==> src/sv/hmh_pkg.sv <==
package hmh_pkg;

    localparam int CAPACITY  = 64;
    localparam int IDX_W     = (CAPACITY > 1) ? $clog2(CAPACITY) : 1;
    localparam int CNT_W     = $clog2(CAPACITY + 1);
    localparam int CH_W      = IDX_W + 2;
    localparam int KEY_W     = 32;
    localparam int STAT_W    = 2;
    localparam int CNT_OUT_W = 7;

    localparam logic FUNC_INSERT = 1'b0;
    localparam logic FUNC_DELETE = 1'b1;

    localparam logic [STAT_W-1:0] ST_DONE      = 2'd0;
    localparam logic [STAT_W-1:0] ST_NOT_FOUND = 2'd1;
    localparam logic [STAT_W-1:0] ST_FULL      = 2'd2;

    typedef logic signed [KEY_W-1:0] key_t;
    typedef logic [IDX_W-1:0]        idx_t;
    typedef logic [CNT_W-1:0]        cnt_t;
    typedef logic [STAT_W-1:0]       stat_t;

    // One write and two reads per cycle on the heap array.
    typedef struct packed {
        logic we;
        idx_t waddr;
        key_t wdata;
        idx_t raddr_a;
        idx_t raddr_b;
    } mem_req_t;

    typedef struct packed {
        stat_t status;
        cnt_t  count;
        key_t  root;
    } res_t;

endpackage

==> src/sv/hmh_req_if.sv <==
interface hmh_req_if;
    logic        valid;
    logic        ready;
    logic        func;
    hmh_pkg::key_t value;

    modport source (output valid, output func, output value, input ready);
    modport sink (input valid, input func, input value, output ready);
endinterface

==> src/sv/hmh_rsp_if.sv <==
interface hmh_rsp_if;
    logic                                valid;
    logic                                ready;
    logic [hmh_pkg::STAT_W-1:0]          status;
    logic [hmh_pkg::CNT_OUT_W-1:0]       count;
    logic                                top_valid;
    hmh_pkg::key_t                       top_value;

    modport source (output valid, output status, output count, output top_valid,
                    output top_value, input ready);
    modport sink (input valid, input status, input count, input top_valid,
                  input top_value, output ready);
endinterface

==> src/sv/min_heap_insert_delete_by_value.sv <==
// Binary min-heap of signed 32-bit keys held in one synchronous RAM with a
// registered read. Each request beat is an insert or a delete of the first
// entry equal to the key, and each yields exactly one response beat with a
// status, the entry count and the current minimum. An insert sifts the key up
// from the new last slot, one level at a time. A delete scans the array one
// entry per cycle until it finds the key or runs out of entries; unless the
// match was the last entry, the last entry then fills the freed slot and sifts
// down or up level by level. Each sift step reads, compares and writes on the
// single RAM. A finished response waits in an output register, so the next
// request is taken while it is still unread.
module min_heap_insert_delete_by_value (
    input  logic     clk,
    input  logic     rst_n,
    hmh_req_if.sink  req,
    hmh_rsp_if.source rsp
);
    import hmh_pkg::*;

    mem_req_t mreq;
    key_t     rdata_a;
    key_t     rdata_b;
    logic     res_valid;
    logic     res_ready;
    res_t     res;

    logic                 rsp_valid_reg;
    stat_t                status_reg;
    logic [CNT_OUT_W-1:0] count_reg;
    logic                 top_valid_reg;
    key_t                 top_value_reg;
    logic                 nonempty;

    hmh_mem u_mem (
        .clk     (clk),
        .mreq    (mreq),
        .rdata_a (rdata_a),
        .rdata_b (rdata_b)
    );

    hmh_ctrl u_ctrl (
        .clk       (clk),
        .rst_n     (rst_n),
        .req       (req),
        .mreq      (mreq),
        .rdata_a   (rdata_a),
        .rdata_b   (rdata_b),
        .res_valid (res_valid),
        .res_ready (res_ready),
        .res       (res)
    );

    assign res_ready = !rsp_valid_reg || rsp.ready;
    assign nonempty  = (res.count != '0);

    always_ff @(posedge clk or negedge rst_n)
    begin
        if (!rst_n)
        begin
            rsp_valid_reg <= 1'b0;
        end
        else if (res_valid && res_ready)
        begin
            rsp_valid_reg <= 1'b1;
        end
        else if (rsp.ready)
        begin
            rsp_valid_reg <= 1'b0;
        end
    end

    always_ff @(posedge clk)
    begin
        if (res_valid && res_ready)
        begin
            status_reg    <= res.status;
            count_reg     <= CNT_OUT_W'(res.count);
            top_valid_reg <= nonempty;
            top_value_reg <= nonempty ? res.root : '0;
        end
    end

    assign rsp.valid     = rsp_valid_reg;
    assign rsp.status    = status_reg;
    assign rsp.count     = count_reg;
    assign rsp.top_valid = top_valid_reg;
    assign rsp.top_value = top_value_reg;

endmodule

==> src/sv/hmh_mem.sv <==
module hmh_mem (
    input  logic              clk,
    input  hmh_pkg::mem_req_t mreq,
    output hmh_pkg::key_t     rdata_a,
    output hmh_pkg::key_t     rdata_b
);
    import hmh_pkg::*;

    key_t mem [CAPACITY];

    always_ff @(posedge clk)
    begin
        if (mreq.we)
        begin
            mem[mreq.waddr] <= mreq.wdata;
        end
        rdata_a <= mem[mreq.raddr_a];
        rdata_b <= mem[mreq.raddr_b];
    end

endmodule

==> src/sv/hmh_ctrl.sv <==
module hmh_ctrl (
    input  logic              clk,
    input  logic              rst_n,
    hmh_req_if.sink           req,
    output hmh_pkg::mem_req_t mreq,
    input  hmh_pkg::key_t     rdata_a,
    input  hmh_pkg::key_t     rdata_b,
    output logic              res_valid,
    input  logic              res_ready,
    output hmh_pkg::res_t     res
);
    import hmh_pkg::*;

    localparam logic [2:0] S_IDLE  = 3'd0;
    localparam logic [2:0] S_UP    = 3'd1;
    localparam logic [2:0] S_UPC   = 3'd2;
    localparam logic [2:0] S_SCAN  = 3'd3;
    localparam logic [2:0] S_LASTD = 3'd4;
    localparam logic [2:0] S_DN    = 3'd5;
    localparam logic [2:0] S_DNC   = 3'd6;
    localparam logic [2:0] S_DONE  = 3'd7;

    logic [2:0] state_reg, state_next;
    cnt_t       cnt_reg, cnt_next;
    cnt_t       scan_reg, scan_next;
    idx_t       hole_reg, hole_next;
    idx_t       slot_reg, slot_next;
    idx_t       pend_idx_reg, pend_idx_next;
    logic       pend_vld_reg, pend_vld_next;
    logic       moved_reg, moved_next;
    stat_t      status_reg, status_next;
    key_t       mov_reg, mov_next;
    key_t       root_reg;

    logic [CH_W-1:0] lch;
    logic [CH_W-1:0] rch;
    logic [CH_W-1:0] cnt_ext;
    idx_t            hole_m1;
    idx_t            par;
    idx_t            last_idx;
    logic            use_l;
    logic            use_r;
    key_t            lval;

    assign lch      = CH_W'({hole_reg, 1'b0}) + CH_W'(1);
    assign rch      = lch + CH_W'(1);
    assign cnt_ext  = CH_W'(cnt_reg);
    assign hole_m1  = hole_reg - idx_t'(1);
    assign par      = hole_m1 >> 1;
    assign last_idx = idx_t'(cnt_reg - cnt_t'(1));
    assign use_l    = (rdata_a < mov_reg);
    assign lval     = use_l ? rdata_a : mov_reg;
    assign use_r    = (rch < cnt_ext) && (rdata_b < lval);

    always_comb
    begin
        state_next    = state_reg;
        cnt_next      = cnt_reg;
        scan_next     = scan_reg;
        hole_next     = hole_reg;
        slot_next     = slot_reg;
        pend_idx_next = pend_idx_reg;
        pend_vld_next = pend_vld_reg;
        moved_next    = moved_reg;
        status_next   = status_reg;
        mov_next      = mov_reg;
        mreq.we       = 1'b0;
        mreq.waddr    = hole_reg;
        mreq.wdata    = mov_reg;
        mreq.raddr_a  = par;
        mreq.raddr_b  = rch[IDX_W-1:0];

        case (state_reg)
            S_IDLE:
            begin
                if (req.valid)
                begin
                    mov_next    = req.value;
                    status_next = ST_DONE;
                    moved_next  = 1'b0;
                    if (req.func == FUNC_INSERT)
                    begin
                        if (cnt_reg == cnt_t'(CAPACITY))
                        begin
                            status_next = ST_FULL;
                            state_next  = S_DONE;
                        end
                        else
                        begin
                            hole_next  = cnt_reg[IDX_W-1:0];
                            cnt_next   = cnt_reg + cnt_t'(1);
                            state_next = S_UP;
                        end
                    end
                    else if (cnt_reg == '0)
                    begin
                        status_next = ST_NOT_FOUND;
                        state_next  = S_DONE;
                    end
                    else
                    begin
                        scan_next     = '0;
                        pend_vld_next = 1'b0;
                        state_next    = S_SCAN;
                    end
                end
            end

            // The moving key stays in mov_reg; parents shift down into the hole.
            S_UP:
            begin
                if (hole_reg == '0)
                begin
                    mreq.we    = 1'b1;
                    state_next = S_DONE;
                end
                else
                begin
                    mreq.raddr_a = par;
                    state_next   = S_UPC;
                end
            end

            S_UPC:
            begin
                mreq.we = 1'b1;
                if (mov_reg < rdata_a)
                begin
                    mreq.wdata = rdata_a;
                    hole_next  = par;
                    state_next = S_UP;
                end
                else
                begin
                    state_next = S_DONE;
                end
            end

            // Reads are issued one per cycle; each is checked in the following cycle.
            S_SCAN:
            begin
                if (pend_vld_reg && (rdata_a == mov_reg))
                begin
                    slot_next    = pend_idx_reg;
                    mreq.raddr_a = last_idx;
                    cnt_next     = cnt_reg - cnt_t'(1);
                    state_next   = S_LASTD;
                end
                else if (scan_reg < cnt_reg)
                begin
                    mreq.raddr_a  = scan_reg[IDX_W-1:0];
                    pend_vld_next = 1'b1;
                    pend_idx_next = scan_reg[IDX_W-1:0];
                    scan_next     = scan_reg + cnt_t'(1);
                end
                else if (!pend_vld_reg)
                begin
                    status_next = ST_NOT_FOUND;
                    state_next  = S_DONE;
                end
                else
                begin
                    pend_vld_next = 1'b0;
                end
            end

            S_LASTD:
            begin
                mov_next = rdata_a;
                if (cnt_t'(slot_reg) == cnt_reg)
                begin
                    state_next = S_DONE;
                end
                else
                begin
                    hole_next  = slot_reg;
                    state_next = S_DN;
                end
            end

            S_DN:
            begin
                if (lch >= cnt_ext)
                begin
                    if (moved_reg)
                    begin
                        mreq.we    = 1'b1;
                        state_next = S_DONE;
                    end
                    else
                    begin
                        state_next = S_UP;
                    end
                end
                else
                begin
                    mreq.raddr_a = lch[IDX_W-1:0];
                    mreq.raddr_b = rch[IDX_W-1:0];
                    state_next   = S_DNC;
                end
            end

            // If the key moved down, the slot now holds a former child, which
            // cannot be below its parent, so only an unmoved key sifts up.
            S_DNC:
            begin
                if (use_r)
                begin
                    mreq.we    = 1'b1;
                    mreq.wdata = rdata_b;
                    hole_next  = rch[IDX_W-1:0];
                    moved_next = 1'b1;
                    state_next = S_DN;
                end
                else if (use_l)
                begin
                    mreq.we    = 1'b1;
                    mreq.wdata = rdata_a;
                    hole_next  = lch[IDX_W-1:0];
                    moved_next = 1'b1;
                    state_next = S_DN;
                end
                else if (moved_reg)
                begin
                    mreq.we    = 1'b1;
                    state_next = S_DONE;
                end
                else
                begin
                    state_next = S_UP;
                end
            end

            S_DONE:
            begin
                if (res_ready)
                begin
                    state_next = S_IDLE;
                end
            end

            default:
            begin
                state_next = S_IDLE;
            end
        endcase
    end

    always_ff @(posedge clk or negedge rst_n)
    begin
        if (!rst_n)
        begin
            state_reg    <= S_IDLE;
            cnt_reg      <= '0;
            pend_vld_reg <= 1'b0;
            moved_reg    <= 1'b0;
        end
        else
        begin
            state_reg    <= state_next;
            cnt_reg      <= cnt_next;
            pend_vld_reg <= pend_vld_next;
            moved_reg    <= moved_next;
        end
    end

    always_ff @(posedge clk)
    begin
        scan_reg     <= scan_next;
        hole_reg     <= hole_next;
        slot_reg     <= slot_next;
        pend_idx_reg <= pend_idx_next;
        status_reg   <= status_next;
        mov_reg      <= mov_next;
        // Shadow of entry zero so the minimum is always at hand.
        if (mreq.we && (mreq.waddr == '0))
        begin
            root_reg <= mreq.wdata;
        end
    end

    assign req.ready  = (state_reg == S_IDLE);
    assign res_valid  = (state_reg == S_DONE);
    assign res.status = status_reg;
    assign res.count  = cnt_reg;
    assign res.root   = root_reg;

endmodule
==> src/flat_wrapper.sv <==
// flat-port wrapper written by rule: the top's interface ports become plain ports
module min_heap_insert_delete_by_value_flat import hmh_pkg::*;
  (clk, rst_n, req_valid, req_func, req_value, req_ready, rsp_valid, rsp_status, rsp_count, rsp_top_valid, rsp_top_value, rsp_ready);
  hmh_req_if req_i ();
  hmh_rsp_if rsp_i ();
  input  logic clk;
  input  logic rst_n;
  input wire logic [$bits(req_i.valid)-1:0] req_valid;
  input wire logic [$bits(req_i.func)-1:0] req_func;
  input wire logic [$bits(req_i.value)-1:0] req_value;
  output wire logic [$bits(req_i.ready)-1:0] req_ready;
  output wire logic [$bits(rsp_i.valid)-1:0] rsp_valid;
  output wire logic [$bits(rsp_i.status)-1:0] rsp_status;
  output wire logic [$bits(rsp_i.count)-1:0] rsp_count;
  output wire logic [$bits(rsp_i.top_valid)-1:0] rsp_top_valid;
  output wire logic [$bits(rsp_i.top_value)-1:0] rsp_top_value;
  input wire logic [$bits(rsp_i.ready)-1:0] rsp_ready;
  assign req_i.valid = req_valid;
  assign req_i.func = req_func;
  assign req_i.value = req_value;
  assign req_ready = req_i.ready;
  assign rsp_valid = rsp_i.valid;
  assign rsp_status = rsp_i.status;
  assign rsp_count = rsp_i.count;
  assign rsp_top_valid = rsp_i.top_valid;
  assign rsp_top_value = rsp_i.top_value;
  assign rsp_i.ready = rsp_ready;
  min_heap_insert_delete_by_value u_core (.clk(clk), .rst_n(rst_n), .req(req_i), .rsp(rsp_i));
endmodule
==> config.mk <==
export PLATFORM = sky130hd
export DESIGN_NAME = min_heap_insert_delete_by_value_flat
export DESIGN_NICKNAME = d
export VERILOG_FILES = /design/src/sv/hmh_pkg.sv /design/src/sv/hmh_req_if.sv /design/src/sv/hmh_rsp_if.sv /design/src/sv/min_heap_insert_delete_by_value.sv /design/src/sv/hmh_mem.sv /design/src/sv/hmh_ctrl.sv /design/src/flat_wrapper.sv
export SDC_FILE = /design/constraint.sdc
export NUM_CORES = 2
export LEC_CHECK = 0
export ABC_AREA = 1
export BUFFER_PORTS_ARGS = -buffer_cell sky130_fd_sc_hd__buf_2
export CORE_MARGIN = 5
export CORE_UTILIZATION = 40
export CTS_CLUSTER_SIZE = 10
export DETAILED_ROUTE_END_ITERATION = 10
export PLACE_DENSITY_LB_ADDON = 0.05
export SYNTH_ARGS = -nofsm -noshare
export SYNTH_HDL_FRONTEND = slang
export SYNTH_SLANG_ARGS = --single-unit
==> constraint.sdc <==
create_clock -name clk -period 7.33 [get_ports clk]
set_input_delay 0.733 -clock clk [delete_from_list [all_inputs] [get_ports clk]]
set_output_delay 0.733 -clock clk [all_outputs]
set_load 0.05 [all_outputs]
==> impl_metrics.yaml <==
floorplanning:
  io_pins: 81
  rows: 184
  start_util: 0.4026
  dieArea_sq_mm: 0.2637
  die_h_um: 513.5
  core_sq_mm: 0.2519
  die_x_um: 513.5
drt:
  drtIter0Drc: 8841
  drc: 0
  wl_per_cell_um: 29.41
  vias_per_cell: 5.960
  num_vias: 74410
  firstDrtPassIters: 6
  totalWireLength_mm: 367.1
  antenna_left: 0
synth:
  syn-num-nets: 9196
  yosys-top-cells-area: "edfxtp_1, o21ai_0, o211ai_1"
  async_flop_share: 0.005757
  syn_inst: 9072
  synth_seq_cells: 2258
  yosysSeqAreaShare: 0.6618
  yosys.area.top_type: "edfxtp_1"
  ys.flop_type: "edfxtp_1"
  synth.top_cell.area_share: 0.6459
  syn_avg_cell_area_sq_um: 11.18
  yosys_warnings: 0
  synth_edf_count: 2181
  syn-cell-area_sq_mm: 0.1014
  synth_cell_types: 53
timing:
  fin_crit_ps: 6380
  finalSetupViolations: 0
  clock.fmax_ghz: 0.1567
  worstMarginPinSlew_ps: 1218
  hold_viol: 0
  rsz0062_at_grt: "no"
  period_share: 0.8704
  whs_ps: 97.19
  maxSlewViolCount: 0
  skew_ps: 60.42
  maxSlewHeadroom: 0.1852
  fin_ws_ps: 949.8
  setup_tns_ps: 0
setup_path:
  crit_required_ps: 7880
  r2r_slack_ps: 950
  crit_path_start_kind: "flop"
  crit_family: "simple AND/OR/NAND/NOR gates"
  crit_top_cell: "nand2_1"
  cp_slowest_cell: "or3_1"
  worst-path-max-fanout: 45
  critPathMaxStageDelay_ps: 480
  end_kind: "flop"
  critPathBufInv: 3
  crit_arrival_ps: 6930
  path_class: "reg -> reg"
cells_and_area:
  largest_reg_flops: 2048
  drive_gt1_frac: 0.09421
  multiInputGateArea_sq_mm: 0.02984
  area_growth_pct: 13.23
  layout_common_cells: "edfxtp_1, o21ai_0, nand2_1"
  fillers: 23190
  regArea_sq_mm: 0.06710
  regMostFlops: "u_core.u_mem.mem"
  final_common_cell: "edfxtp_1"
  nets: 9102
  fin_cells: 12480
cts:
  path_clk_slew_ps: 50
  clock_latency_ps: 920
  cts-root-buf: "clkbuf_16"
  htreeDepth: 5
  cts_buffers: 287
  cts_setup_buffers: 0
  cts_sinks: 2258
  cts-resized-gates: 0
  clock_path_buffers: 4
  cts_hold_buffers: 1
  cts_tree: "done"
grt:
  grt_usage: 0.2702
  grt_overflow_total: 0
  grt_max_degree: 151
  grt_pass1_wl_mm: 522.6
  grt_pass1_vias: 70430
  antenna_found_initial: 34
placement:
  dp.cells: 12040
  io_buffers: 80
  gp_congestion: 0.8821
  post-place-ws_ps: 989.2
  dp_hpwl_mm: 224.8
hold_path:
  min_path_type: "in -> reg"
job:
  max_cap_viol_count: 0
outcome:
  status: "finished, final reports clean"
-- metal layers --
| metal | vias up | GRT usage | wire [um] |
|---|---|---|---|
| li1 | 33350 | - | - |
| met1 | 37310 | 0.3903 | 162600 |
| met2 | 3163 | 0.4198 | 165700 |
| met3 | 582 | 0.04721 | 27860 |
| met4 | 4 | 0.07914 | 10880 |
| met5 | - | 0 | 41 |
-- metrics by stage --
step                utilization  instance area [sq um]
floorplan                     -                 101400
global placement         0.4241                 106800
detailed placement       0.4241                 106800
CTS                      0.4557                 114800
global route             0.4558                 114800
finish                   0.4558                 114800
-- layout make-up --
type	instances	area share
tap	3348	0.03649
inverter	615	0.02059
multi-input combinational	5488	0.2599
clock inverter	29	0.001864
antenna	18	0.0003923
sequential	2258	0.5844
timing repair buffer	328	0.02899
clock buffer	400	0.06734
-- synth_stat cells (all sizes together), types with 2 or more instances --
library cell,n
o21a,5
inv,610
o22ai,223
edfxtp,2181
nor2,785
a221oi,2
nor3,12
clkinv,5
a31oi,35
dfxtp,64
nand3,228
xor2,10
dfrtp,13
o221ai,198
a211oi,4
o2111ai,4
nand4,17
o211ai,517
a21o,2
nor4,3
nor3b,2
a21oi,749
nand2,919
ha,87
clkbuf,525
o31ai,98
nand3b,4
buf,186
o21ai,1444
or2,98
a32oi,32
-- cell families after synthesis --
family          count (synthesis)  synth area share
buf+inv                      1326           0.05106
fa+ha+maj                      87           0.01074
flops                        2258            0.6618
xor+xnor                       11         0.0009502
simple gates                 2070           0.08383
compound gates               3320            0.1917
-- worst paths after layout --
kind | depth (start not counted) | end | start
setup / recovery | 25 | u_core.u_mem.mem[14][31]$_DFFE_PP_ | u_core.u_ctrl.mov_reg[19]$_DFFE_PP_
hold / removal | 2 | u_core.rsp.valid$_DFFE_PN0P_ | rsp_ready
setup reg to reg | 25 | u_core.u_mem.mem[14][31]$_DFFE_PP_ | u_core.u_ctrl.mov_reg[19]$_DFFE_PP_
hold reg to reg | 0 | u_core.u_ctrl.slot_reg[4]$_DFFE_PP_ | u_core.u_ctrl.pend_idx_reg[4]$_DFFE_PP_
max in group asynchronous | 2 | u_core.u_ctrl.cnt_reg[2]$_DFFE_PN0P_ | rst_n
min in group asynchronous | 2 | u_core.u_ctrl.cnt_reg[4]$_DFFE_PN0P_ | rst_n
Power is not shown: default switching activity piles up to over one toggle a cycle in this logic, so the estimate is an artifact.
